### src/rtl/ipv4_route_table_first_match_assert.svh
// Assertion macros; clk and arst_n are taken from the enclosing module.
`ifndef IPV4_ROUTE_TABLE_FIRST_MATCH_ASSERT_SVH
`define IPV4_ROUTE_TABLE_FIRST_MATCH_ASSERT_SVH

`ifndef SYNTHESIS

`define IPRT_ASSERT(lbl, prop, msg) \
	lbl: assert property (@(posedge clk) disable iff (!arst_n) (prop)) else $error(msg);

`define IPRT_ASSERT_NEVER(lbl, cond, msg) \
	lbl: assert property (@(posedge clk) disable iff (!arst_n) !(cond)) else $error(msg);

`else

`define IPRT_ASSERT(lbl, prop, msg)

`define IPRT_ASSERT_NEVER(lbl, cond, msg)

`endif

`endif

### src/rtl/iprt_pkg.sv
package iprt_pkg;

	localparam int ROUTES     = 8;
	localparam int INTERFACES = 16;
	localparam int IDX_W      = (ROUTES > 1) ? $clog2(ROUTES) : 1;
	localparam int IF_TOP     = INTERFACES - 1;

	typedef logic [IDX_W-1:0] idx_t;

	typedef enum logic [1:0] {
		OP_ADD    = 2'd0,
		OP_DELETE = 2'd1,
		OP_SEARCH = 2'd2
	} op_t;

	typedef enum logic [1:0] {
		ST_OK        = 2'd0,
		ST_FULL      = 2'd1,
		ST_NOT_FOUND = 2'd2
	} status_t;

	typedef enum logic [1:0] {
		S_IDLE,
		S_SCAN,
		S_DONE
	} state_t;

	typedef struct packed {
		logic [31:0] network;
		logic [31:0] mask;
		logic [31:0] gateway;
		logic [3:0]  ifc;
	} route_t;

	typedef struct packed {
		logic   en;
		logic   add;
		idx_t   idx;
		route_t route;
	} wr_cmd_t;

endpackage

### src/rtl/iprt_req_if.sv
interface iprt_req_if;
	logic        valid;
	logic        ready;
	logic [1:0]  operation;
	logic [31:0] dest_address;
	logic [31:0] net_mask;
	logic [31:0] gateway_in;
	logic [3:0]  interface_in;

	modport source (
		output valid, operation, dest_address, net_mask, gateway_in, interface_in,
		input  ready
	);

	modport sink (
		input  valid, operation, dest_address, net_mask, gateway_in, interface_in,
		output ready
	);
endinterface

### src/rtl/iprt_rsp_if.sv
interface iprt_rsp_if;
	logic        valid;
	logic        ready;
	logic [1:0]  status;
	logic [31:0] gateway_out;
	logic [3:0]  interface_out;

	modport source (
		output valid, status, gateway_out, interface_out,
		input  ready
	);

	modport sink (
		input  valid, status, gateway_out, interface_out,
		output ready
	);
endinterface

### src/rtl/iprt_table.sv
module iprt_table
	import iprt_pkg::*;
(
	input  logic    clk,
	input  logic    arst_n,
	input  idx_t    rd_idx,
	output logic    rd_valid,
	output route_t  rd_route,
	input  wr_cmd_t wr
);

	logic [ROUTES-1:0] valid_q;
	route_t            route_q [ROUTES];

	always_ff @(posedge clk or negedge arst_n) begin
		if (!arst_n) begin
			valid_q <= '0;
		end else if (wr.en) begin
			valid_q[wr.idx] <= wr.add;
		end
	end

	always_ff @(posedge clk) begin
		if (wr.en && wr.add) begin
			route_q[wr.idx] <= wr.route;
		end
	end

	assign rd_valid = valid_q[rd_idx];
	assign rd_route = route_q[rd_idx];

endmodule

### src/rtl/ipv4_route_table_first_match.sv
// IPv4 route table, first match in slot order over ROUTES slots. One request
// (add, delete, search) is taken at a time: a single comparator walks the
// slots one per cycle from slot 0 and stops at the first hit or the last
// slot; the done state then waits until the output register can take the
// result. The response sits in an output register, so the next request
// may be accepted while the previous response waits.
// The table comes out of reset empty.
`include "ipv4_route_table_first_match_assert.svh"

module ipv4_route_table_first_match
	import iprt_pkg::*;
(
	input logic      clk,
	input logic      arst_n,
	iprt_req_if.sink   req,
	iprt_rsp_if.source rsp
);

	state_t      state_q, state_d;
	idx_t        idx_q, idx_d;

	op_t         op_q;
	logic [31:0] addr_q;
	logic [31:0] mask_q;
	logic [31:0] gw_q;
	logic [3:0]  ifc_q;

	status_t     res_status_q, res_status_d;
	logic [31:0] res_gw_q, res_gw_d;
	logic [3:0]  res_ifc_q, res_ifc_d;
	logic        res_load;

	logic        rsp_valid_q;
	status_t     rsp_status_q;
	logic [31:0] rsp_gw_q;
	logic [3:0]  rsp_ifc_q;
	logic        rsp_load;

	logic        rd_valid;
	route_t      rd_route;
	wr_cmd_t     wr;
	logic        hit;
	logic        last;
	logic [3:0]  ifc_lim;
	logic        accept;

	iprt_table u_table (
		.clk      (clk),
		.arst_n   (arst_n),
		.rd_idx   (idx_q),
		.rd_valid (rd_valid),
		.rd_route (rd_route),
		.wr       (wr)
	);

	assign accept    = req.valid && req.ready;
	assign req.ready = (state_q == S_IDLE);
	assign last      = (idx_q == IDX_W'(ROUTES - 1));
	assign ifc_lim   = (int'(ifc_q) > IF_TOP) ? 4'(IF_TOP) : ifc_q;

	always_comb begin
		unique case (op_q)
			OP_ADD:    hit = !rd_valid;
			OP_DELETE: hit = rd_valid && (rd_route.network == (addr_q & mask_q)) &&
			                 (rd_route.mask == mask_q);
			OP_SEARCH: hit = rd_valid && (rd_route.network == (addr_q & rd_route.mask));
			default:   hit = 1'b0;
		endcase
	end

	always_ff @(posedge clk or negedge arst_n) begin
		if (!arst_n) begin
			state_q <= S_IDLE;
			idx_q   <= '0;
		end else begin
			state_q <= state_d;
			idx_q   <= idx_d;
		end
	end

	always_comb begin
		state_d            = state_q;
		idx_d              = idx_q;
		res_load           = 1'b0;
		res_status_d       = ST_NOT_FOUND;
		res_gw_d           = '0;
		res_ifc_d          = '0;
		rsp_load           = 1'b0;
		wr.en              = 1'b0;
		wr.add             = 1'b0;
		wr.idx             = idx_q;
		wr.route.network   = addr_q & mask_q;
		wr.route.mask      = mask_q;
		wr.route.gateway   = gw_q;
		wr.route.ifc       = ifc_lim;
		unique case (state_q)
			S_IDLE: begin
				idx_d = '0;
				if (accept) begin
					state_d = S_SCAN;
				end
			end
			S_SCAN: begin
				if (hit) begin
					res_load     = 1'b1;
					res_status_d = ST_OK;
					state_d      = S_DONE;
					if (op_q == OP_ADD) begin
						wr.en  = 1'b1;
						wr.add = 1'b1;
					end else if (op_q == OP_DELETE) begin
						wr.en = 1'b1;
					end else begin
						res_gw_d  = rd_route.gateway;
						res_ifc_d = rd_route.ifc;
					end
				end else if (last) begin
					res_load     = 1'b1;
					res_status_d = (op_q == OP_ADD) ? ST_FULL : ST_NOT_FOUND;
					state_d      = S_DONE;
				end else begin
					idx_d = idx_q + 1'b1;
				end
			end
			S_DONE: begin
				if (!rsp_valid_q || rsp.ready) begin
					rsp_load = 1'b1;
					state_d  = S_IDLE;
				end
			end
			default: state_d = S_IDLE;
		endcase
	end

	always_ff @(posedge clk) begin
		if (accept) begin
			op_q   <= op_t'(req.operation);
			addr_q <= req.dest_address;
			mask_q <= req.net_mask;
			gw_q   <= req.gateway_in;
			ifc_q  <= req.interface_in;
		end
		if (res_load) begin
			res_status_q <= res_status_d;
			res_gw_q     <= res_gw_d;
			res_ifc_q    <= res_ifc_d;
		end
		if (rsp_load) begin
			rsp_status_q <= res_status_q;
			rsp_gw_q     <= res_gw_q;
			rsp_ifc_q    <= res_ifc_q;
		end
	end

	always_ff @(posedge clk or negedge arst_n) begin
		if (!arst_n) begin
			rsp_valid_q <= 1'b0;
		end else if (rsp_load) begin
			rsp_valid_q <= 1'b1;
		end else if (rsp.ready) begin
			rsp_valid_q <= 1'b0;
		end
	end

	assign rsp.valid         = rsp_valid_q;
	assign rsp.status        = rsp_status_q;
	assign rsp.gateway_out   = rsp_gw_q;
	assign rsp.interface_out = rsp_ifc_q;

	`IPRT_ASSERT(a_accept_scan, accept |=> (state_q == S_SCAN), "accept did not start a scan")
	`IPRT_ASSERT_NEVER(a_wr_outside_scan, wr.en && (state_q != S_SCAN), "table write outside scan")
	`IPRT_ASSERT(a_fail_zero, (rsp.valid && (rsp.status != ST_OK)) |-> ((rsp.gateway_out == '0) && (rsp.interface_out == '0)), "failed response carries data")
	`IPRT_ASSERT(a_load_done, rsp_load |-> (state_q == S_DONE), "response loaded outside done")

endmodule
### src/flat_wrapper.sv
// flat-port wrapper written by rule: the top's interface ports become plain ports
module ipv4_route_table_first_match_flat import iprt_pkg::*;
  (clk, arst_n, req_valid, req_operation, req_dest_address, req_net_mask, req_gateway_in, req_interface_in, req_ready, rsp_valid, rsp_status, rsp_gateway_out, rsp_interface_out, rsp_ready);
  iprt_req_if req_i ();
  iprt_rsp_if rsp_i ();
  input logic clk;
  input logic arst_n;
  input wire logic [$bits(req_i.valid)-1:0] req_valid;
  input wire logic [$bits(req_i.operation)-1:0] req_operation;
  input wire logic [$bits(req_i.dest_address)-1:0] req_dest_address;
  input wire logic [$bits(req_i.net_mask)-1:0] req_net_mask;
  input wire logic [$bits(req_i.gateway_in)-1:0] req_gateway_in;
  input wire logic [$bits(req_i.interface_in)-1:0] req_interface_in;
  output wire logic [$bits(req_i.ready)-1:0] req_ready;
  output wire logic [$bits(rsp_i.valid)-1:0] rsp_valid;
  output wire logic [$bits(rsp_i.status)-1:0] rsp_status;
  output wire logic [$bits(rsp_i.gateway_out)-1:0] rsp_gateway_out;
  output wire logic [$bits(rsp_i.interface_out)-1:0] rsp_interface_out;
  input wire logic [$bits(rsp_i.ready)-1:0] rsp_ready;
  assign req_i.valid = req_valid;
  assign req_i.operation = req_operation;
  assign req_i.dest_address = req_dest_address;
  assign req_i.net_mask = req_net_mask;
  assign req_i.gateway_in = req_gateway_in;
  assign req_i.interface_in = req_interface_in;
  assign req_ready = req_i.ready;
  assign rsp_valid = rsp_i.valid;
  assign rsp_status = rsp_i.status;
  assign rsp_gateway_out = rsp_i.gateway_out;
  assign rsp_interface_out = rsp_i.interface_out;
  assign rsp_i.ready = rsp_ready;
  ipv4_route_table_first_match u_core (.clk(clk), .arst_n(arst_n), .req(req_i), .rsp(rsp_i));
endmodule
### config.mk
export PLATFORM = sky130hd
export DESIGN_NAME = ipv4_route_table_first_match_flat
export DESIGN_NICKNAME = d
export VERILOG_FILES = /design/src/rtl/iprt_pkg.sv /design/src/rtl/iprt_req_if.sv /design/src/rtl/iprt_rsp_if.sv /design/src/rtl/iprt_table.sv /design/src/rtl/ipv4_route_table_first_match.sv /design/src/flat_wrapper.sv
export VERILOG_INCLUDE_DIRS = /design/src /design/src/rtl
export SDC_FILE = /design/constraint.sdc
export NUM_CORES = 1
export LEC_CHECK = 0
export BUFFER_PORTS_ARGS = -buffer_cell sky130_fd_sc_hd__buf_4
export CAP_MARGIN = 20
export CORE_ASPECT_RATIO = 1.1
export CORE_MARGIN = 5
export CORE_UTILIZATION = 49
export CTS_CLUSTER_DIAMETER = 120
export DETAILED_ROUTE_END_ITERATION = 6
export PLACE_DENSITY_LB_ADDON = 0.15
export SLEW_MARGIN = 25
export SYNTH_ARGS = -nofsm -noshare
export SYNTH_HDL_FRONTEND = slang
export SYNTH_SLANG_ARGS = --single-unit
### constraint.sdc
create_clock -name clk -period 10.6 [get_ports clk]
set_clock_uncertainty 0.15 [all_clocks]
set_input_delay 0.53 -clock clk [delete_from_list [all_inputs] [get_ports clk]]
set_output_delay 0.53 -clock clk [all_outputs]
set_load 0.01 [all_outputs]
==> After elaboration in Yosys (flattened, before gate mapping) <==
Memory sizes are Yosys's and may differ from the RTL's.
Cells that the tools add are included.
W data, S select, Z words.
{ "op_classes": {"n_addsub": 1, "n_lt_le_gt_ge": 2, "eq_ne": 13, "n_mux": 31, "n_bitwise": 5, "reduce_logical": 17} }
{ "op_table": {"columns": ["op", "n"], "rows": [
  ["$eq A32 B32 Y1", 3],
  ["$and A32 B32 Y32", 2],
  ["$mux W2", 9],
  ["$mux W1", 14],
  ["$bwmux W8", 1],
  ["$logic_and A1 B1 Y1", 6],
  ["$mux W3", 2],
  ["$ne A2 B2 Y1 const B", 3],
  ["$pmux W2 S3", 1],
  ["$pmux W3 S2", 1],
  ["$reduce_and A3 Y1", 2],
  ["$eq A2 B1 Y1 const B", 2],
  ["$eq A2 B2 Y1 const B", 2],
  ["$logic_not A2 Y1", 2],
  ["$lt A3 B4 Y1 const B", 1],
  ["$reduce_bool A2 Y1", 2],
  ["$reduce_or A4 Y1", 1],
  ["$add A3 B1 Y3 const B", 1],
  ["$bmux W1 S3", 1],
  ["$demux W1 S3", 1],
  ["$eq A3 B3 Y1 const B", 1],
  ["$ge A3 B1 Y1 const B", 1],
  ["$ne A3 B1 Y1 const B", 1],
  ["$not A1 Y1", 3],
  ["5 further kinds", 6]
]} }
{ "totals": {"reg_bits": 192, "ram_bits": 800, "word_cells": 86, "memories": 1} }
{ "memory_table": {"columns": ["memory", "words", "word_bits", "read_ports", "rd_ports_with_merged_regs", "wr", "line", "text"], "rows": [
  ["u_core.u_table.route_q", 8, 100, 1, 0, 1, "iprt_table.sv:13", "route_t route_q [ROUTES];"]
]} }

==> Longest topological paths before layout <==
Gate-level depths: netlist of run 1.
{ "depth": {"ltp_word": 10, "ltp_mapped": 16, "depth_no_buf": 10} }

==> Hierarchy <==
From an unflattened synthesis of run 1, not the netlist that was laid out.
{ "unflattened": {"hier_cells": 1726, "hier_area_um2": 38344.3} }
{ "by_module_without_submodules": {"columns": ["mod", "instances", "cells_per_inst", "area_per_inst_um2", "seq_area_each_um2"], "rows": [
  ["iprt_table", 1, 1202, 30608.1, 24223.2],
  ["ipv4_route_table_first_match", 1, 524, 7736.2, 5495.3]
]} }

==> Worst setup path before layout of run 1 <==
No wires, ideal clock.
{ "synth_timing": {"kind": "flip-flop to flip-flop", "start": "register u_core.idx_q[1]", "end": "memory u_core.u_table.route_q[0][0] (netlist bit), enable pin", "arrival_time_ps": 8956, "required_time_ps": 9767, "path_slack_ps": 811, "stages_incl_launch_ff": 11, "path_cell_list": "dfrtp_1 > buf_6 > or2_2 > clkbuf_1 > nor2_1 > a221oi_1 > and3_1 > clkbuf_1 > clkbuf_1 > nand3_1 > nor3_1"} }
{ "synth_between": {"elab_chain_cells": 10, "elab_cells_between_ends": 17, "cone_classes": "3 x eq/ne; 7 x mux; 1 x bitwise; 5 x reduce/logical; 1 x memory"} }
{ "synth_rtl": {"columns": ["element", "line", "text"], "rows": [
  ["start: declaration", "ipv4_route_table_first_match.sv:20", "idx_t idx_q, idx_d;"],
  ["start signal: assignment", "ipv4_route_table_first_match.sv:77", "idx_q <= idx_d;"],
  ["$mem_v2 Z8 W100 / $bmux W1 S3 (equally long branches)", null, null],
  ["$and A32 B32 Y32, or another cell as far along", "ipv4_route_table_first_match.sv:66", "OP_SEARCH: hit = rd_valid && (rd_route.network == (addr_q & rd_route.mask));"],
  ["$eq A32 B32 Y1 / $logic_and A1 B1 Y1 (equally long branches)", "ipv4_route_table_first_match.sv:66, ipv4_route_table_first_match.sv:64", null],
  ["$logic_and A1 B1 Y1, on equally long branches", "ipv4_route_table_first_match.sv:66, ipv4_route_table_first_match.sv:64", null],
  ["$pmux W1 S3", "ipv4_route_table_first_match.sv:62", "unique case (op_q)"],
  ["$mux W2", "ipv4_route_table_first_match.sv:104", "if (hit) begin"],
  ["$mux W2", "ipv4_route_table_first_match.sv:96", "unique case (state_q)"],
  ["$logic_and A1 B1 Y1", "iprt_table.sv:24", "if (wr.en && wr.add) begin"],
  ["$mux W1", "iprt_table.sv:24", null],
  ["$mux W1 (implied by the code)", "iprt_table.sv:25", "route_q[wr.idx] <= wr.route;"],
  ["end: declaration", "iprt_table.sv:13", null]
]} }
Several ways; a longest one is shown, not always the timed one. The select of a mux whose other input is x is not followed.

==> Final worst setup path of run 1 <==
{ "layout_timing": {"start": "register u_core.idx_q[2]", "end": "register u_core.res_gw_q[19], enable pin"} }
{ "layout_between": {"elab_chain_cells": 7, "elab_cells_between_ends": 16, "cone_classes": "4 x eq/ne; 6 x mux; 1 x bitwise; 4 x reduce/logical; 1 x memory"} }
{ "layout_rtl": {"columns": ["element", "line", "text"], "rows": [
  ["$mem_v2 Z8 W100 / $bmux W1 S3 (equally long branches)", null, null],
  ["$and A32 B32 Y32, or another cell as far along", "ipv4_route_table_first_match.sv:66", null],
  ["$eq A32 B32 Y1 / $logic_and A1 B1 Y1 (equally long branches)", "ipv4_route_table_first_match.sv:66, ipv4_route_table_first_match.sv:64", null],
  ["$logic_and A1 B1 Y1, on equally long branches", "ipv4_route_table_first_match.sv:66, ipv4_route_table_first_match.sv:64", null],
  ["$pmux W1 S3", "ipv4_route_table_first_match.sv:62", null],
  ["$mux W1 (*)", "ipv4_route_table_first_match.sv:104", null],
  ["$mux W1 (*)", "ipv4_route_table_first_match.sv:96", null],
  ["named net u_core.res_load", "ipv4_route_table_first_match.sv:31", "logic res_load;"],
  ["end signal: assignment", "ipv4_route_table_first_match.sv:145", "res_gw_q <= res_gw_d;"],
  ["end: declaration", "ipv4_route_table_first_match.sv:29", "logic [31:0] res_gw_q, res_gw_d;"]
]} }
The timed path passes the listed nets; every way through them passes the cells marked *. The select of a mux whose other input is x is not followed.
A chain may end at the register's enable or synchronous reset.

==> results of run 1 <==
area by class of cell:
cell class	instances	area share
Timing Repair Buffer	301	0.0563
Sequential cell	992	0.665
Inverter	13	0.00115
Multi-Input combinational cell	932	0.180
Tap cell	1035	0.0290
Clock buffer	119	0.0566
Clock inverter	59	0.0117
logic make-up after synthesis:
group	after synthesis	share of synthesized area
compound gates	316	0.0603
xor+xnor	88	0.0201
fa+ha+maj	2	0.000654
flops	992	0.776
buf+inv	106	0.0155
simple gates	298	0.0418
mux	228	0.0853
worst max-delay path, delay by kind of cell, from the launching register on:
family | cells | cell delay, ns
XOR/XNOR | 1 | 0.16
AND/OR/NAND/NOR | 6 | 1.61
AO/OA/AOI/OAI | 1 | 0.47
flip-flops | 1 | 0.95
multiplexers | 2 | 0.70
buffers and inverters | 3 | 1.75
power groups by stage:
| stage | sequential (uW) | combinational [uW] | clock, uW |
|---|---|---|---|
| floorplan | 4980 | 1650 | 0 |
| global placement | 5100 | 2480 | 0 |
| detailed placement | 5120 | 2490 | 0 |
| CTS | 5030 | 2530 | 3370 |
| global route | 5070 | 2660 | 3540 |
| finish | 5030 | 2510 | 3300 |
synthesized netlist by cell type, types with 5 or more instances:
master | number | area (um2)
sky130_fd_sc_hd__nor2b_1 | 16 | 100
sky130_fd_sc_hd__buf_1 | 5 | 18.8
sky130_fd_sc_hd__xnor2_1 | 40 | 350
sky130_fd_sc_hd__o211ai_1 | 10 | 75.1
sky130_fd_sc_hd__buf_6 | 13 | 146
sky130_fd_sc_hd__a221oi_1 | 42 | 368
sky130_fd_sc_hd__o21ai_0 | 28 | 140
sky130_fd_sc_hd__edfxtp_1 | 978 | 29400
sky130_fd_sc_hd__nand2b_1 | 14 | 87.6
sky130_fd_sc_hd__o221ai_1 | 5 | 43.8
sky130_fd_sc_hd__nor4_1 | 10 | 62.6
sky130_fd_sc_hd__mux2i_1 | 120 | 1200
sky130_fd_sc_hd__nand2_1 | 70 | 263
sky130_fd_sc_hd__a22oi_1 | 72 | 541
sky130_fd_sc_hd__or4_1 | 9 | 67.6
sky130_fd_sc_hd__buf_2 | 18 | 90.1
sky130_fd_sc_hd__clkbuf_1 | 38 | 143
sky130_fd_sc_hd__and2_1 | 33 | 206
sky130_fd_sc_hd__nor4b_1 | 5 | 43.8
sky130_fd_sc_hd__o22ai_1 | 14 | 87.6
sky130_fd_sc_hd__nand4_1 | 16 | 100
sky130_fd_sc_hd__inv_1 | 11 | 41.3
sky130_fd_sc_hd__nor2_1 | 58 | 218
sky130_fd_sc_hd__a221o_1 | 8 | 80.1
sky130_fd_sc_hd__mux4_2 | 73 | 1640
sky130_fd_sc_hd__nand3_1 | 19 | 95.1
sky130_fd_sc_hd__a21o_1 | 10 | 75.1
sky130_fd_sc_hd__buf_4 | 19 | 143
sky130_fd_sc_hd__mux2_2 | 32 | 360
sky130_fd_sc_hd__xor2_1 | 48 | 420
sky130_fd_sc_hd__a21oi_1 | 46 | 230
sky130_fd_sc_hd__a31oi_1 | 21 | 131
sky130_fd_sc_hd__a22o_1 | 28 | 245
sky130_fd_sc_hd__nor3_1 | 12 | 60.1
sky130_fd_sc_hd__dfrtp_1 | 14 | 350
per-layer routing:
metal	vias up	share of wire
li1	8866	-
met1	10532	0.42
met2	635	0.50
met3	129	0.052
met4	0	0.021
met5	-	0
state kept, by name, indices dropped and copies added, names as in the netlist, 3 cells and up:
name / count
u_core.res_gw_q: 32
u_core.mask_q: 32
u_core.u_table.valid_q: 8
u_core.res_ifc_q: 4
u_core.rsp.interface_out: 4
u_core.u_table.route_q: 800
u_core.rsp.gateway_out: 32
u_core.gw_q: 32
u_core.ifc_lim: 4
u_core.idx_q: 3
u_core.addr_q: 32
through the flow:
step | worst slack, ns | hold slack, ns | utilization | area [um2] | cells
after detailed placement | 4.37 | 0.247 | 0.524 | 40600 | 3170
after global placement | 4.49 | 0.245 | 0.524 | 40600 | 3170
after global routing | 4.03 | 0.127 | 0.577 | 44700 | 3451
after CTS | 4.35 | 0.0816 | 0.577 | 44700 | 3451
final | 4.32 | 0.124 | 0.577 | 44700 | 3451
after floorplan | 0.811 | 0.0844 | - | 38300 | 2030
worst max path at each step:
stage / endpoint / cells past startpoint
floorplan: u_core.u_table.route_q[0][0] / 10
global placement: u_core.res_gw_q[10] / 13
detailed placement: u_core.res_gw_q[10] / 13
CTS: u_core.res_gw_q[19] / 13
global route: u_core.u_table.route_q[3][49] / 10
finish: u_core.res_gw_q[19] / 13
cells in the final DEF (no fill, tap or decap), types with 23 or more instances in the layout:
master | Yosys | routed
sky130_fd_sc_hd__edfxtp_1 | 978 | 978
sky130_fd_sc_hd__buf_4 | 19 | 198
sky130_fd_sc_hd__mux2i_1 | 120 | 120
sky130_fd_sc_hd__dlygate4sd3_1 | 0 | 103
sky130_fd_sc_hd__clkbuf_16 | 0 | 98
sky130_fd_sc_hd__mux4_2 | 73 | 73
sky130_fd_sc_hd__a22oi_1 | 72 | 72
sky130_fd_sc_hd__nand2_1 | 70 | 70
sky130_fd_sc_hd__nor2_1 | 58 | 53
sky130_fd_sc_hd__xor2_1 | 48 | 48
sky130_fd_sc_hd__a21oi_1 | 46 | 46
sky130_fd_sc_hd__a221oi_1 | 42 | 42
sky130_fd_sc_hd__xnor2_1 | 40 | 40
sky130_fd_sc_hd__and2_1 | 33 | 32
sky130_fd_sc_hd__mux2_2 | 32 | 32
sky130_fd_sc_hd__a22o_1 | 28 | 28
sky130_fd_sc_hd__o21ai_0 | 28 | 28
sky130_fd_sc_hd__clkinv_1 | 1 | 23
==> flow_results.xml, run 1 <==
<?xml version="1.0" encoding="UTF-8"?>
<metrics>
  <group name="power">
    <metric name="p_comb_frac" unit="">0.232</metric>
    <metric name="p_leak" unit="uW">0.0144</metric>
    <metric name="fin_total_pwr" unit="uW">10800</metric>
    <metric name="sequential_group_share_of_total_power" unit="">0.464</metric>
    <metric name="power_per_cell_area" unit="nW/um2">243</metric>
    <metric name="power.clock.fraction" unit="">0.304</metric>
    <metric name="power.net_switching" unit="uW">3340</metric>
    <metric name="power_switching_share" unit="">0.308</metric>
    <metric name="internal_power" unit="uW">7500</metric>
    <metric name="vdd.ir_drop.worst" unit="uV">152</metric>
  </group>
  <group name="detailed_routing">
    <metric name="route.antenna.remaining_nets" unit="">0</metric>
    <metric name="firstDrtPassIters" unit="">7</metric>
    <metric name="initialDrtViolationCount" unit="">1755</metric>
    <metric name="detail_route.vias_per_cell" unit="">5.84</metric>
    <metric name="detail_route.wirelength" unit="um">95300</metric>
    <metric name="routed_wire_length_per_instance" unit="um">27.6</metric>
    <metric name="drc" unit="">1</metric>
    <metric name="vias" unit="">20162</metric>
  </group>
  <group name="clock_tree">
    <metric name="clk_root_buffer_cell" unit="">sky130_fd_sc_hd__clkbuf_16</metric>
    <metric name="clk_pin_slew" unit="ns">0.06</metric>
    <metric name="tritoncts.num_buffers" unit="">98</metric>
    <metric name="ctsHoldBuffers" unit="">103</metric>
    <metric name="cts.repair.resized" unit="">0</metric>
    <metric name="tritoncts_num_sinks" unit="">992</metric>
    <metric name="post_cts_repair_timing_setup_buffer_count" unit="">0</metric>
    <metric name="clk_path_buf_depth" unit="">3</metric>
    <metric name="tritoncts" unit="">done</metric>
    <metric name="clkLatencyLatePin" unit="ns">0.66</metric>
    <metric name="ctsHtreeMaxLevel" unit="">3</metric>
  </group>
  <group name="logic_synthesis">
    <metric name="synth-seq-area-share" unit="">0.776</metric>
    <metric name="postSynthRegisterBits" unit="">992</metric>
    <metric name="synthesis.instances" unit="">2030</metric>
    <metric name="yosys_warnings" unit="">0</metric>
    <metric name="syn-num-nets" unit="">2138</metric>
    <metric name="netlist_area" unit="um2">38300</metric>
    <metric name="postSynth.asyncResetShare" unit="">0.0141</metric>
    <metric name="dominant_register_cell_in_the_synthesized_netlist" unit="">sky130_fd_sc_hd__edfxtp_1</metric>
    <metric name="ys_types" unit="">82</metric>
    <metric name="synth_enable_flop_cells" unit="">978</metric>
    <metric name="syn_area_per_cell" unit="um2">18.9</metric>
  </group>
  <group name="setup_path">
    <metric name="worst_r2r_startpoint" unit="">u_core.idx_q[2]</metric>
    <metric name="critical_path.reg2reg.endpoint" unit="">u_core.res_gw_q[19]</metric>
    <metric name="timing_worst_setup_path_type" unit="">register to register</metric>
    <metric name="reg2reg_depth" unit="">13</metric>
    <metric name="timing.critical_path.slowest_cell_delay" unit="ns">0.95</metric>
    <metric name="maximum_fanout_along_the_worst_path" unit="">52</metric>
    <metric name="register_to_register_setup_slack" unit="ns">4.32</metric>
    <metric name="worst_setup_path_startpoint" unit="">u_core.idx_q[2]</metric>
    <metric name="timing.critical_path.required" unit="ns">10.73</metric>
    <metric name="endpoint_kind" unit="">register</metric>
    <metric name="critical_path_arrival" unit="ns">6.41</metric>
    <metric name="critical_path_cell_by_cell" unit="">buf_4, buf_4, mux4_2, mux2i_1, nor2b_1, xnor2_1, or4_1, a2111oi_1, nand4_1, nor2b_1, and2_4, nor2_4, buf_4</metric>
    <metric name="crit_path_top_delay_cell" unit="">sky130_fd_sc_hd__dfrtp_4</metric>
    <metric name="start_kind" unit="">register</metric>
    <metric name="critical_path_s_most_frequent_cell" unit="">sky130_fd_sc_hd__buf_4</metric>
  </group>
  <group name="floorplan">
    <metric name="core_area" unit="um2">77500</metric>
    <metric name="floorplan.die_area" unit="um2">83800</metric>
    <metric name="ioPinCount" unit="">146</metric>
    <metric name="start_util" unit="">0.494</metric>
    <metric name="die_height" unit="um">303</metric>
    <metric name="core.rowCount" unit="">107</metric>
    <metric name="die_width" unit="um">277</metric>
  </group>
  <group name="global_route">
    <metric name="grt_met2_use" unit="">0.384</metric>
    <metric name="grt_use_met1" unit="">0.311</metric>
    <metric name="grt-ovfl-total" unit="">0</metric>
    <metric name="grt-busiest-layer" unit="">met2</metric>
    <metric name="grt_pass1_wl" unit="um">140000</metric>
    <metric name="grt_use_met3" unit="">0.0336</metric>
    <metric name="grt_max_degree" unit="">60</metric>
    <metric name="antenna_found_initial" unit="">1</metric>
    <metric name="first_global_vias" unit="">20757</metric>
    <metric name="grtUsageTotal" unit="">0.225</metric>
  </group>
  <group name="placement">
    <metric name="port_buffers" unit="">145</metric>
    <metric name="gp_routability_congestion" unit="">0.928</metric>
    <metric name="post-dp-hpwl" unit="um">57100</metric>
  </group>
  <group name="timing">
    <metric name="worst_slew_margin_rel" unit="">0.284</metric>
    <metric name="rsz_0062_raised_after_global_routing" unit="">no</metric>
    <metric name="finalCritPeriodShare" unit="">0.592</metric>
    <metric name="setup_viol_count_final" unit="">0</metric>
    <metric name="max_freq" unit="MHz">159</metric>
    <metric name="worstMarginPinSlew" unit="ns">1.07</metric>
    <metric name="timing_hold_violations_final" unit="">0</metric>
    <metric name="fin_tns_setup" unit="ns">0</metric>
    <metric name="fin_crit" unit="ns">6.28</metric>
    <metric name="timing.final.max_slew_violations" unit="">0</metric>
  </group>
  <group name="status">
    <metric name="status" unit="">complete, but fails checks</metric>
    <metric name="failing_checks" unit="">DRC</metric>
  </group>
  <group name="job">
    <metric name="cap_violations" unit="">0</metric>
  </group>
  <group name="cells_and_area">
    <metric name="total_of_fill_cells_in_the_finished_design" unit="">5760</metric>
    <metric name="finalNetCount" unit="">2446</metric>
    <metric name="area_of_the_multi_input_gates" unit="um2">8060</metric>
    <metric name="syn_to_final_growth" unit="%">16.8</metric>
    <metric name="fraction_of_final_layout_cells_sized_beyond_drive_strength_1" unit="">0.197</metric>
    <metric name="seqCellArea" unit="um2">29700</metric>
    <metric name="n_antenna_cell" unit="">0</metric>
  </group>
  <group name="hold_path">
    <metric name="timing.hold.worst.class" unit="">input pin to async pin</metric>
  </group>
</metrics>
No activity file was read; power rests on OpenSTA's default activity.
==> run 2, diff against run 1 <==
==> constraint.sdc (replaced) <==
create_clock -name clk -period 5.95 [get_ports clk]
set_clock_uncertainty 0.15 [all_clocks]
set_input_delay 0.2975 -clock clk [delete_from_list [all_inputs] [get_ports clk]]
set_output_delay 0.2975 -clock clk [all_outputs]
set_load 0.01 [all_outputs]
==> run 2 against run 1 <==
The flow now finishes without violations. Non-clock buffer count is 19 higher. Sequential power is 78% higher. Via count is 1.5% higher. Combinational power is 85% higher. Sequential share of layout area is 0.49 points lower. Global-route usage is 0.28 points higher. Cell area is 0.74% higher. Highest routed layer unchanged. Critical path type unchanged. Die area stayed put. First-iteration DRC count is 19% higher.
==> flow_results.xml, run 2 (same netlist as run 1, synthesis figures left out) <==
<?xml version="1.0" encoding="UTF-8"?>
<metrics>
  <group name="floorplan">
    <metric name="ioPinCount" unit="">146</metric>
    <metric name="die_width" unit="um">277</metric>
    <metric name="start_util" unit="">0.494</metric>
    <metric name="floorplan.die_area" unit="um2">83800</metric>
    <metric name="die_height" unit="um">303</metric>
    <metric name="core.rowCount" unit="">107</metric>
    <metric name="core_area" unit="um2">77500</metric>
  </group>
  <group name="timing">
    <metric name="max_freq" unit="MHz">191</metric>
    <metric name="fin_hold_ws" unit="ns">0.202</metric>
    <metric name="worstMarginPinSlew" unit="ns">0.961</metric>
    <metric name="setup_viol_count_final" unit="">0</metric>
    <metric name="timing_hold_violations_final" unit="">0</metric>
    <metric name="rsz_0062_raised_after_global_routing" unit="">no</metric>
    <metric name="finalCritPeriodShare" unit="">0.879</metric>
    <metric name="worst_slack" unit="ns">0.717</metric>
    <metric name="timing.final.max_slew_violations" unit="">0</metric>
    <metric name="worst_slew_margin_rel" unit="">0.358</metric>
    <metric name="fin_crit" unit="ns">5.23</metric>
  </group>
  <group name="setup_path">
    <metric name="worst_setup_path_startpoint" unit="">u_core.idx_q[1]</metric>
    <metric name="start_kind" unit="">register</metric>
    <metric name="reg2reg_depth" unit="">12</metric>
    <metric name="timing_worst_setup_path_type" unit="">register to register</metric>
    <metric name="register_to_register_setup_slack" unit="ns">0.72</metric>
    <metric name="worst_r2r_startpoint" unit="">u_core.idx_q[1]</metric>
    <metric name="critical_path.reg2reg.endpoint" unit="">u_core.res_gw_q[31]</metric>
    <metric name="maximum_fanout_along_the_worst_path" unit="">42</metric>
    <metric name="timing.critical_path.required" unit="ns">6.13</metric>
    <metric name="timing.critical_path.to" unit="">u_core.res_gw_q[31]</metric>
    <metric name="critical_path_arrival" unit="ns">5.41</metric>
    <metric name="endpoint_kind" unit="">register</metric>
  </group>
  <group name="clock_tree">
    <metric name="clk_pin_slew" unit="ns">0.07</metric>
    <metric name="ctsHtreeMaxLevel" unit="">3</metric>
    <metric name="tritoncts_num_sinks" unit="">992</metric>
    <metric name="clk_root_buffer_cell" unit="">sky130_fd_sc_hd__clkbuf_16</metric>
    <metric name="clk_path_buf_depth" unit="">3</metric>
    <metric name="post_cts_repair_timing_setup_buffer_count" unit="">0</metric>
    <metric name="tritoncts" unit="">done</metric>
    <metric name="tritoncts.num_buffers" unit="">96</metric>
    <metric name="clkLatencyLatePin" unit="ns">0.66</metric>
  </group>
  <group name="cells_and_area">
    <metric name="post-route-cell-area" unit="um2">45000</metric>
    <metric name="largest_register_ff_count" unit="">800</metric>
    <metric name="most_common_library_cell_in_the_layout_ignoring_fill_and_taps" unit="">sky130_fd_sc_hd__edfxtp_1</metric>
    <metric name="final-instance-count-excl-fill" unit="">3469</metric>
    <metric name="syn_to_final_growth" unit="%">17.7</metric>
    <metric name="finalNetCount" unit="">2463</metric>
    <metric name="register_ranked_first_by_flip_flop_count" unit="">u_core.u_table.route_q</metric>
    <metric name="final_cell_mix" unit="">sky130_fd_sc_hd__edfxtp_1, sky130_fd_sc_hd__buf_4, sky130_fd_sc_hd__mux2i_1, sky130_fd_sc_hd__dlygate4sd3_1, sky130_fd_sc_hd__clkbuf_16</metric>
    <metric name="fraction_of_final_layout_cells_sized_beyond_drive_strength_1" unit="">0.203</metric>
  </group>
  <group name="placement">
    <metric name="placedInstanceArea" unit="um2">41000</metric>
    <metric name="post-dp-hpwl" unit="um">57300</metric>
    <metric name="dp_slack" unit="ns">0.730</metric>
    <metric name="gp_routability_congestion" unit="">0.964</metric>
    <metric name="port_buffers" unit="">145</metric>
    <metric name="place.detailed.instances" unit="">3186</metric>
  </group>
  <group name="status">
    <metric name="status" unit="">finished clean</metric>
  </group>
  <group name="detailed_routing">
    <metric name="vias" unit="">20457</metric>
    <metric name="routed_wire_length_per_instance" unit="um">27.8</metric>
    <metric name="detail_route.vias_per_cell" unit="">5.90</metric>
    <metric name="route.antenna.remaining_nets" unit="">0</metric>
    <metric name="drc" unit="">0</metric>
    <metric name="firstDrtPassIters" unit="">5</metric>
    <metric name="detail_route.wirelength" unit="um">96500</metric>
    <metric name="initialDrtViolationCount" unit="">2083</metric>
  </group>
  <group name="global_route">
    <metric name="antenna_found_initial" unit="">0</metric>
    <metric name="grtUsageTotal" unit="">0.228</metric>
    <metric name="grt_pass1_wl" unit="um">142000</metric>
    <metric name="grt-ovfl-total" unit="">0</metric>
    <metric name="first_global_vias" unit="">21006</metric>
    <metric name="grt_max_degree" unit="">75</metric>
  </group>
  <group name="hold_path">
    <metric name="timing.hold.worst.class" unit="">input pin to register</metric>
  </group>
  <group name="power">
    <metric name="vdd.ir_drop.worst" unit="uV">306</metric>
    <metric name="p_leak" unit="uW">0.0146</metric>
    <metric name="power_per_cell_area" unit="nW/um2">431</metric>
  </group>
  <group name="job">
    <metric name="cap_violations" unit="">0</metric>
  </group>
</metrics>
run 2: area by class of cell:
cell class | instances | area, um2
antenna | 1 | 2.50
clock buffer | 113 | 2470
clock inverter | 63 | 554
fill | 5760 | 32500
inverter | 13 | 51.3
multi-input combinational | 932 | 8100
sequential | 992 | 29700
tap | 1035 | 1290
timing repair buffer | 320 | 2840
run 2: worst min path at each step:
| stage | startpoint | to | cells past startpoint |
|---|---|---|---|
| after floorplan | arst_n | u_core.idx_q[0] | 0 |
| after global placement | arst_n | u_core.rsp.valid | 1 |
| after detailed placement | arst_n | u_core.rsp.valid | 1 |
| after CTS | req_gateway_in[3] | u_core.gw_q[3] | 2 |
| after global routing | req_interface_in[3] | u_core.ifc_lim[3] | 2 |
| final | req_interface_in[3] | u_core.ifc_lim[3] | 2 |
run 2: metrics by stage:
| step | util | TNS, ns | power, uW |
|---|---|---|---|
| final | 0.581 | 0 | 19400 |
| after global routing | 0.581 | 0 | 20100 |
| after CTS | 0.581 | 0 | 19600 |
| after detailed placement | 0.528 | 0 | 13700 |
| after global placement | 0.528 | 0 | 13600 |
| after floorplan | - | -720.72 | 11800 |
run 2: what timing repair did:
| item | CTS | global route |
|---|---|---|
| hold buffers | 106 | 0 |
| hold endpoints to repair | 129 | 0 |
| gates resized for setup | 0 | 0 |
run 2: per-layer routing:
metal / GRT usage / routed length [um]
met2: 0.387 / 48100
met1: 0.316 / 40200
met4: 0.0561 / 2090
met5: 0 / 0
met3: 0.0366 / 6070
run 2: worst max-delay path, stage by stage, from the launching register on:
cell and delay (ns):
sky130_fd_sc_hd__dfrtp_4 0.92, sky130_fd_sc_hd__buf_4 0.45, sky130_fd_sc_hd__buf_4 0.25, sky130_fd_sc_hd__mux4_2 0.54
sky130_fd_sc_hd__mux2i_4 0.24, sky130_fd_sc_hd__xnor2_1 0.13, sky130_fd_sc_hd__or4_1 0.50, sky130_fd_sc_hd__a2111oi_1 0.44
sky130_fd_sc_hd__nand4_1 0.36, sky130_fd_sc_hd__nor2b_1 0.27, sky130_fd_sc_hd__and2_4 0.19, sky130_fd_sc_hd__nor2_4 0.10
sky130_fd_sc_hd__buf_12 0.27
run 2: power breakdown:
part / internal [uW] / switching, uW
registers: 8460 / 466
clock network: 3250 / 2580
logic: 1690 / 2960
total: 13400 / 6000
==> run 3, diff against run 2 <==
--- a/config.mk
+++ b/config.mk
@@ -6,14 +6,16 @@
 export SDC_FILE = /design/constraint.sdc
 export NUM_CORES = 1
 export LEC_CHECK = 0
-export BUFFER_PORTS_ARGS = -buffer_cell sky130_fd_sc_hd__buf_4
+export ABC_AREA = 1
 export CAP_MARGIN = 20
 export CORE_ASPECT_RATIO = 1.1
 export CORE_MARGIN = 5
 export CORE_UTILIZATION = 49
 export CTS_CLUSTER_DIAMETER = 120
 export DETAILED_ROUTE_END_ITERATION = 6
+export DONT_BUFFER_PORTS = 1
 export PLACE_DENSITY_LB_ADDON = 0.15
+export REMOVE_ABC_BUFFERS = 1
 export SLEW_MARGIN = 25
 export SYNTH_ARGS = -nofsm -noshare
 export SYNTH_HDL_FRONTEND = slang
==> run 3 against run 2 <==
The flow now finishes with violations (DRC). Clock-buffer cell count grew 16. Global-route usage rose by 0.16 points. Register-to-register slack improved by 0.28 ns.
==> flow_results.xml, run 3 <==
<?xml version="1.0" encoding="UTF-8"?>
<metrics>
  <group name="logic_synthesis">
    <metric name="postSynth.asyncResetShare" unit="">0.0141</metric>
    <metric name="area_share_of_the_largest_cell_type_after_synthesis" unit="">0.718</metric>
    <metric name="netlist_area" unit="um2">40900</metric>
    <metric name="yosys.area_share.adder" unit="">0.000611</metric>
    <metric name="synth_enable_flop_cells" unit="">978</metric>
    <metric name="ys_top_cells_by_count" unit="">sky130_fd_sc_hd__nand2_1, sky130_fd_sc_hd__edfxtp_1, sky130_fd_sc_hd__inv_1</metric>
    <metric name="dominant_register_cell_in_the_synthesized_netlist" unit="">sky130_fd_sc_hd__edfxtp_1</metric>
    <metric name="ys_types" unit="">38</metric>
    <metric name="synth-seq-area-share" unit="">0.726</metric>
    <metric name="postSynthRegisterBits" unit="">992</metric>
    <metric name="synthesis.instances" unit="">3624</metric>
    <metric name="largest_family_of_logic_cells_by_synthesized_area" unit="">simple AND/OR/NAND/NOR gates</metric>
    <metric name="post_synthesis_compound_gate_area_fraction" unit="">0.0350</metric>
    <metric name="yosys_warnings" unit="">0</metric>
    <metric name="synthDominantAreaCellType" unit="">sky130_fd_sc_hd__edfxtp_1</metric>
    <metric name="synth_mux_area_frac" unit="">0</metric>
    <metric name="synth_xor_area_frac" unit="">0.000214</metric>
    <metric name="synth_simple_gate_area_share" unit="">0.176</metric>
    <metric name="synth_most_common_cell" unit="">sky130_fd_sc_hd__nand2_1</metric>
    <metric name="synth_area_leaders" unit="">sky130_fd_sc_hd__edfxtp_1, sky130_fd_sc_hd__nand2_1, sky130_fd_sc_hd__inv_1, sky130_fd_sc_hd__nand3_1, sky130_fd_sc_hd__nor2_1</metric>
    <metric name="syn_area_per_cell" unit="um2">11.3</metric>
  </group>
  <group name="setup_path">
    <metric name="timing.critical_path.required" unit="ns">6.13</metric>
    <metric name="critical_path_cell_by_cell" unit="">inv_6, buf_4, nand2_1, nand3_1, nand2_1, inv_1, nand2_1, nand2_1, nand2_1, nor3_1, nand3_1, nor2_1, nand3_1, nand3_2, nand3_2, nor2_1, nand3_1, inv_4, buf_12</metric>
    <metric name="start_kind" unit="">register</metric>
    <metric name="critical_path_s_most_frequent_cell" unit="">sky130_fd_sc_hd__nand2_1</metric>
    <metric name="crit_path_top_delay_cell" unit="">sky130_fd_sc_hd__nor3_1</metric>
    <metric name="maximum_fanout_along_the_worst_path" unit="">61</metric>
    <metric name="timing.critical_path.slowest_cell_delay" unit="ns">0.53</metric>
    <metric name="path_buf_inv" unit="">5</metric>
    <metric name="critical_path_arrival" unit="ns">5.14</metric>
    <metric name="critPathTopFamily" unit="">simple AND/OR/NAND/NOR gates</metric>
    <metric name="timing_worst_setup_path_type" unit="">register to register</metric>
    <metric name="endpoint_kind" unit="">register</metric>
  </group>
  <group name="clock_tree">
    <metric name="tritoncts.num_buffers" unit="">101</metric>
    <metric name="post_cts_repair_timing_setup_buffer_count" unit="">0</metric>
    <metric name="clk_root_buffer_cell" unit="">sky130_fd_sc_hd__clkbuf_16</metric>
    <metric name="tritoncts_num_sinks" unit="">992</metric>
    <metric name="clkLatencyLatePin" unit="ns">0.67</metric>
    <metric name="clk_pin_slew" unit="ns">0.06</metric>
    <metric name="clk_path_buf_depth" unit="">3</metric>
    <metric name="cts.repair.resized" unit="">0</metric>
    <metric name="ctsHtreeMaxLevel" unit="">3</metric>
    <metric name="tritoncts" unit="">done</metric>
  </group>
  <group name="detailed_routing">
    <metric name="detail_route.wirelength" unit="um">104000</metric>
    <metric name="detail_route.vias_per_cell" unit="">5.22</metric>
    <metric name="vias" unit="">25726</metric>
    <metric name="drc" unit="">2</metric>
    <metric name="firstDrtPassIters" unit="">7</metric>
    <metric name="route.antenna.remaining_nets" unit="">0</metric>
    <metric name="initialDrtViolationCount" unit="">2149</metric>
    <metric name="routed_wire_length_per_instance" unit="um">21.0</metric>
  </group>
  <group name="cells_and_area">
    <metric name="register_ranked_first_by_flip_flop_count" unit="">u_core.u_table.route_q</metric>
    <metric name="finalNetCount" unit="">3879</metric>
    <metric name="syn_to_final_growth" unit="%">14.4</metric>
    <metric name="most_common_library_cell_in_the_layout_ignoring_fill_and_taps" unit="">sky130_fd_sc_hd__nand2_1</metric>
    <metric name="fraction_of_final_layout_cells_sized_beyond_drive_strength_1" unit="">0.0628</metric>
    <metric name="final_cell_mix" unit="">sky130_fd_sc_hd__nand2_1, sky130_fd_sc_hd__edfxtp_1, sky130_fd_sc_hd__inv_1, sky130_fd_sc_hd__nand3_1, sky130_fd_sc_hd__nor2_1</metric>
    <metric name="largest_register_ff_count" unit="">800</metric>
    <metric name="post-route-cell-area" unit="um2">46800</metric>
  </group>
  <group name="floorplan">
    <metric name="die_width" unit="um">286</metric>
    <metric name="die_height" unit="um">313</metric>
    <metric name="core_area" unit="um2">83100</metric>
    <metric name="core.rowCount" unit="">111</metric>
    <metric name="start_util" unit="">0.493</metric>
    <metric name="floorplan.die_area" unit="um2">89400</metric>
    <metric name="ioPinCount" unit="">146</metric>
  </group>
  <group name="global_route">
    <metric name="grt_pass1_wl" unit="um">157000</metric>
    <metric name="antenna_found_initial" unit="">3</metric>
    <metric name="grt-ovfl-total" unit="">0</metric>
    <metric name="grt_max_degree" unit="">187</metric>
    <metric name="grtUsageTotal" unit="">0.230</metric>
    <metric name="first_global_vias" unit="">25206</metric>
  </group>
  <group name="status">
    <metric name="status" unit="">complete, but fails checks</metric>
    <metric name="failing_checks" unit="">DRC</metric>
  </group>
  <group name="timing">
    <metric name="timing_hold_violations_final" unit="">0</metric>
    <metric name="worstMarginPinSlew" unit="ns">0.960</metric>
    <metric name="fin_crit" unit="ns">4.96</metric>
    <metric name="rsz_0062_raised_after_global_routing" unit="">no</metric>
    <metric name="worst_slew_margin_rel" unit="">0.360</metric>
    <metric name="max_freq" unit="MHz">202</metric>
    <metric name="timing.final.max_slew_violations" unit="">0</metric>
    <metric name="fin_hold_ws" unit="ns">0.105</metric>
    <metric name="setup_viol_count_final" unit="">0</metric>
    <metric name="finalCritPeriodShare" unit="">0.833</metric>
  </group>
  <group name="placement">
    <metric name="post-dp-hpwl" unit="um">61200</metric>
    <metric name="port_buffers" unit="">0</metric>
    <metric name="placedInstanceArea" unit="um2">42500</metric>
    <metric name="gp_routability_congestion" unit="">0.949</metric>
  </group>
  <group name="job">
    <metric name="cap_violations" unit="">0</metric>
  </group>
  <group name="power">
    <metric name="power_per_cell_area" unit="nW/um2">429</metric>
    <metric name="p_leak" unit="uW">0.0190</metric>
    <metric name="vdd.ir_drop.worst" unit="uV">294</metric>
  </group>
  <group name="hold_path">
    <metric name="timing.hold.worst.class" unit="">input pin to register</metric>
  </group>
</metrics>
==> run 3: timing repair <==
item / in CTS / in global routing
endpoints found under the hold margin: 119 / 0
hold buffers: 106 / 0
endpoints found under the setup margin: 0 / 0
==> run 3: per-stage QoR <==
stage	TNS [ns]	power (uW)	utilization	setup slack (ns)	instances
5_1_grt	0	21100	0.564	0.717	4929
6_report	0	20100	0.564	0.993	4930
3_3_place_gp	0	13800	0.511	1.07	4635
2_1_floorplan	-7041.58	12100	-	-10.22	3504
3_5_place_dp	0	13900	0.511	1.07	4635
4_1_cts	0	20200	0.564	1.02	4928
==> run 3: per-layer routing <==
layer	vias to the layer above	track usage	routed length [um]
met2	812	0.384	50300
met1	12402	0.313	44200
met5	-	0	13
met3	169	0.0351	6280
met4	2	0.0710	2950
li1	12341	-	-
==> run 3: path summary, 6_finish.rpt <==
check,from,endpoint,slack (ns),cells after the start
max,u_core.idx_q[0],u_core.u_table.route_q[4][82],0.99,19
min,req_gateway_in[13],u_core.gw_q[13],0.11,1
max reg2reg,u_core.idx_q[0],u_core.u_table.route_q[4][82],0.99,19
min reg2reg,u_core.res_gw_q[29],u_core.rsp.gateway_out[29],0.27,0
max in group asynchronous,arst_n,u_core.idx_q[0],4.43,2
min in group asynchronous,arst_n,u_core.u_table.valid_q[0],0.60,2
==> run 3: power by group <==
group	internal (uW)	total (uW)	switching, uW
sequential	8460	8860	397
clock	3690	6300	2610
combinational	1320	4920	3600
total	13500	20100	6610
==> run 3: final cells by class <==
class,instances,area [um2]
inverter,517,1960
fill,6882,36200
multi-input combinational,1995,8800
sequential,992,29700
antenna,2,5.00
clock buffer,129,2680
clock inverter,58,603
timing repair buffer,164,1720
tap,1073,1340
==> run 3: logic make-up (layout without fill, tap and decap cells) <==
group | Yosys count | in the layout
simple gates | 1793 | 1793
compound gates | 199 | 199
xor+xnor | 1 | 1
flops | 992 | 992
other cells | 0 | 2
buf+inv | 637 | 868
fa+ha+maj | 2 | 2
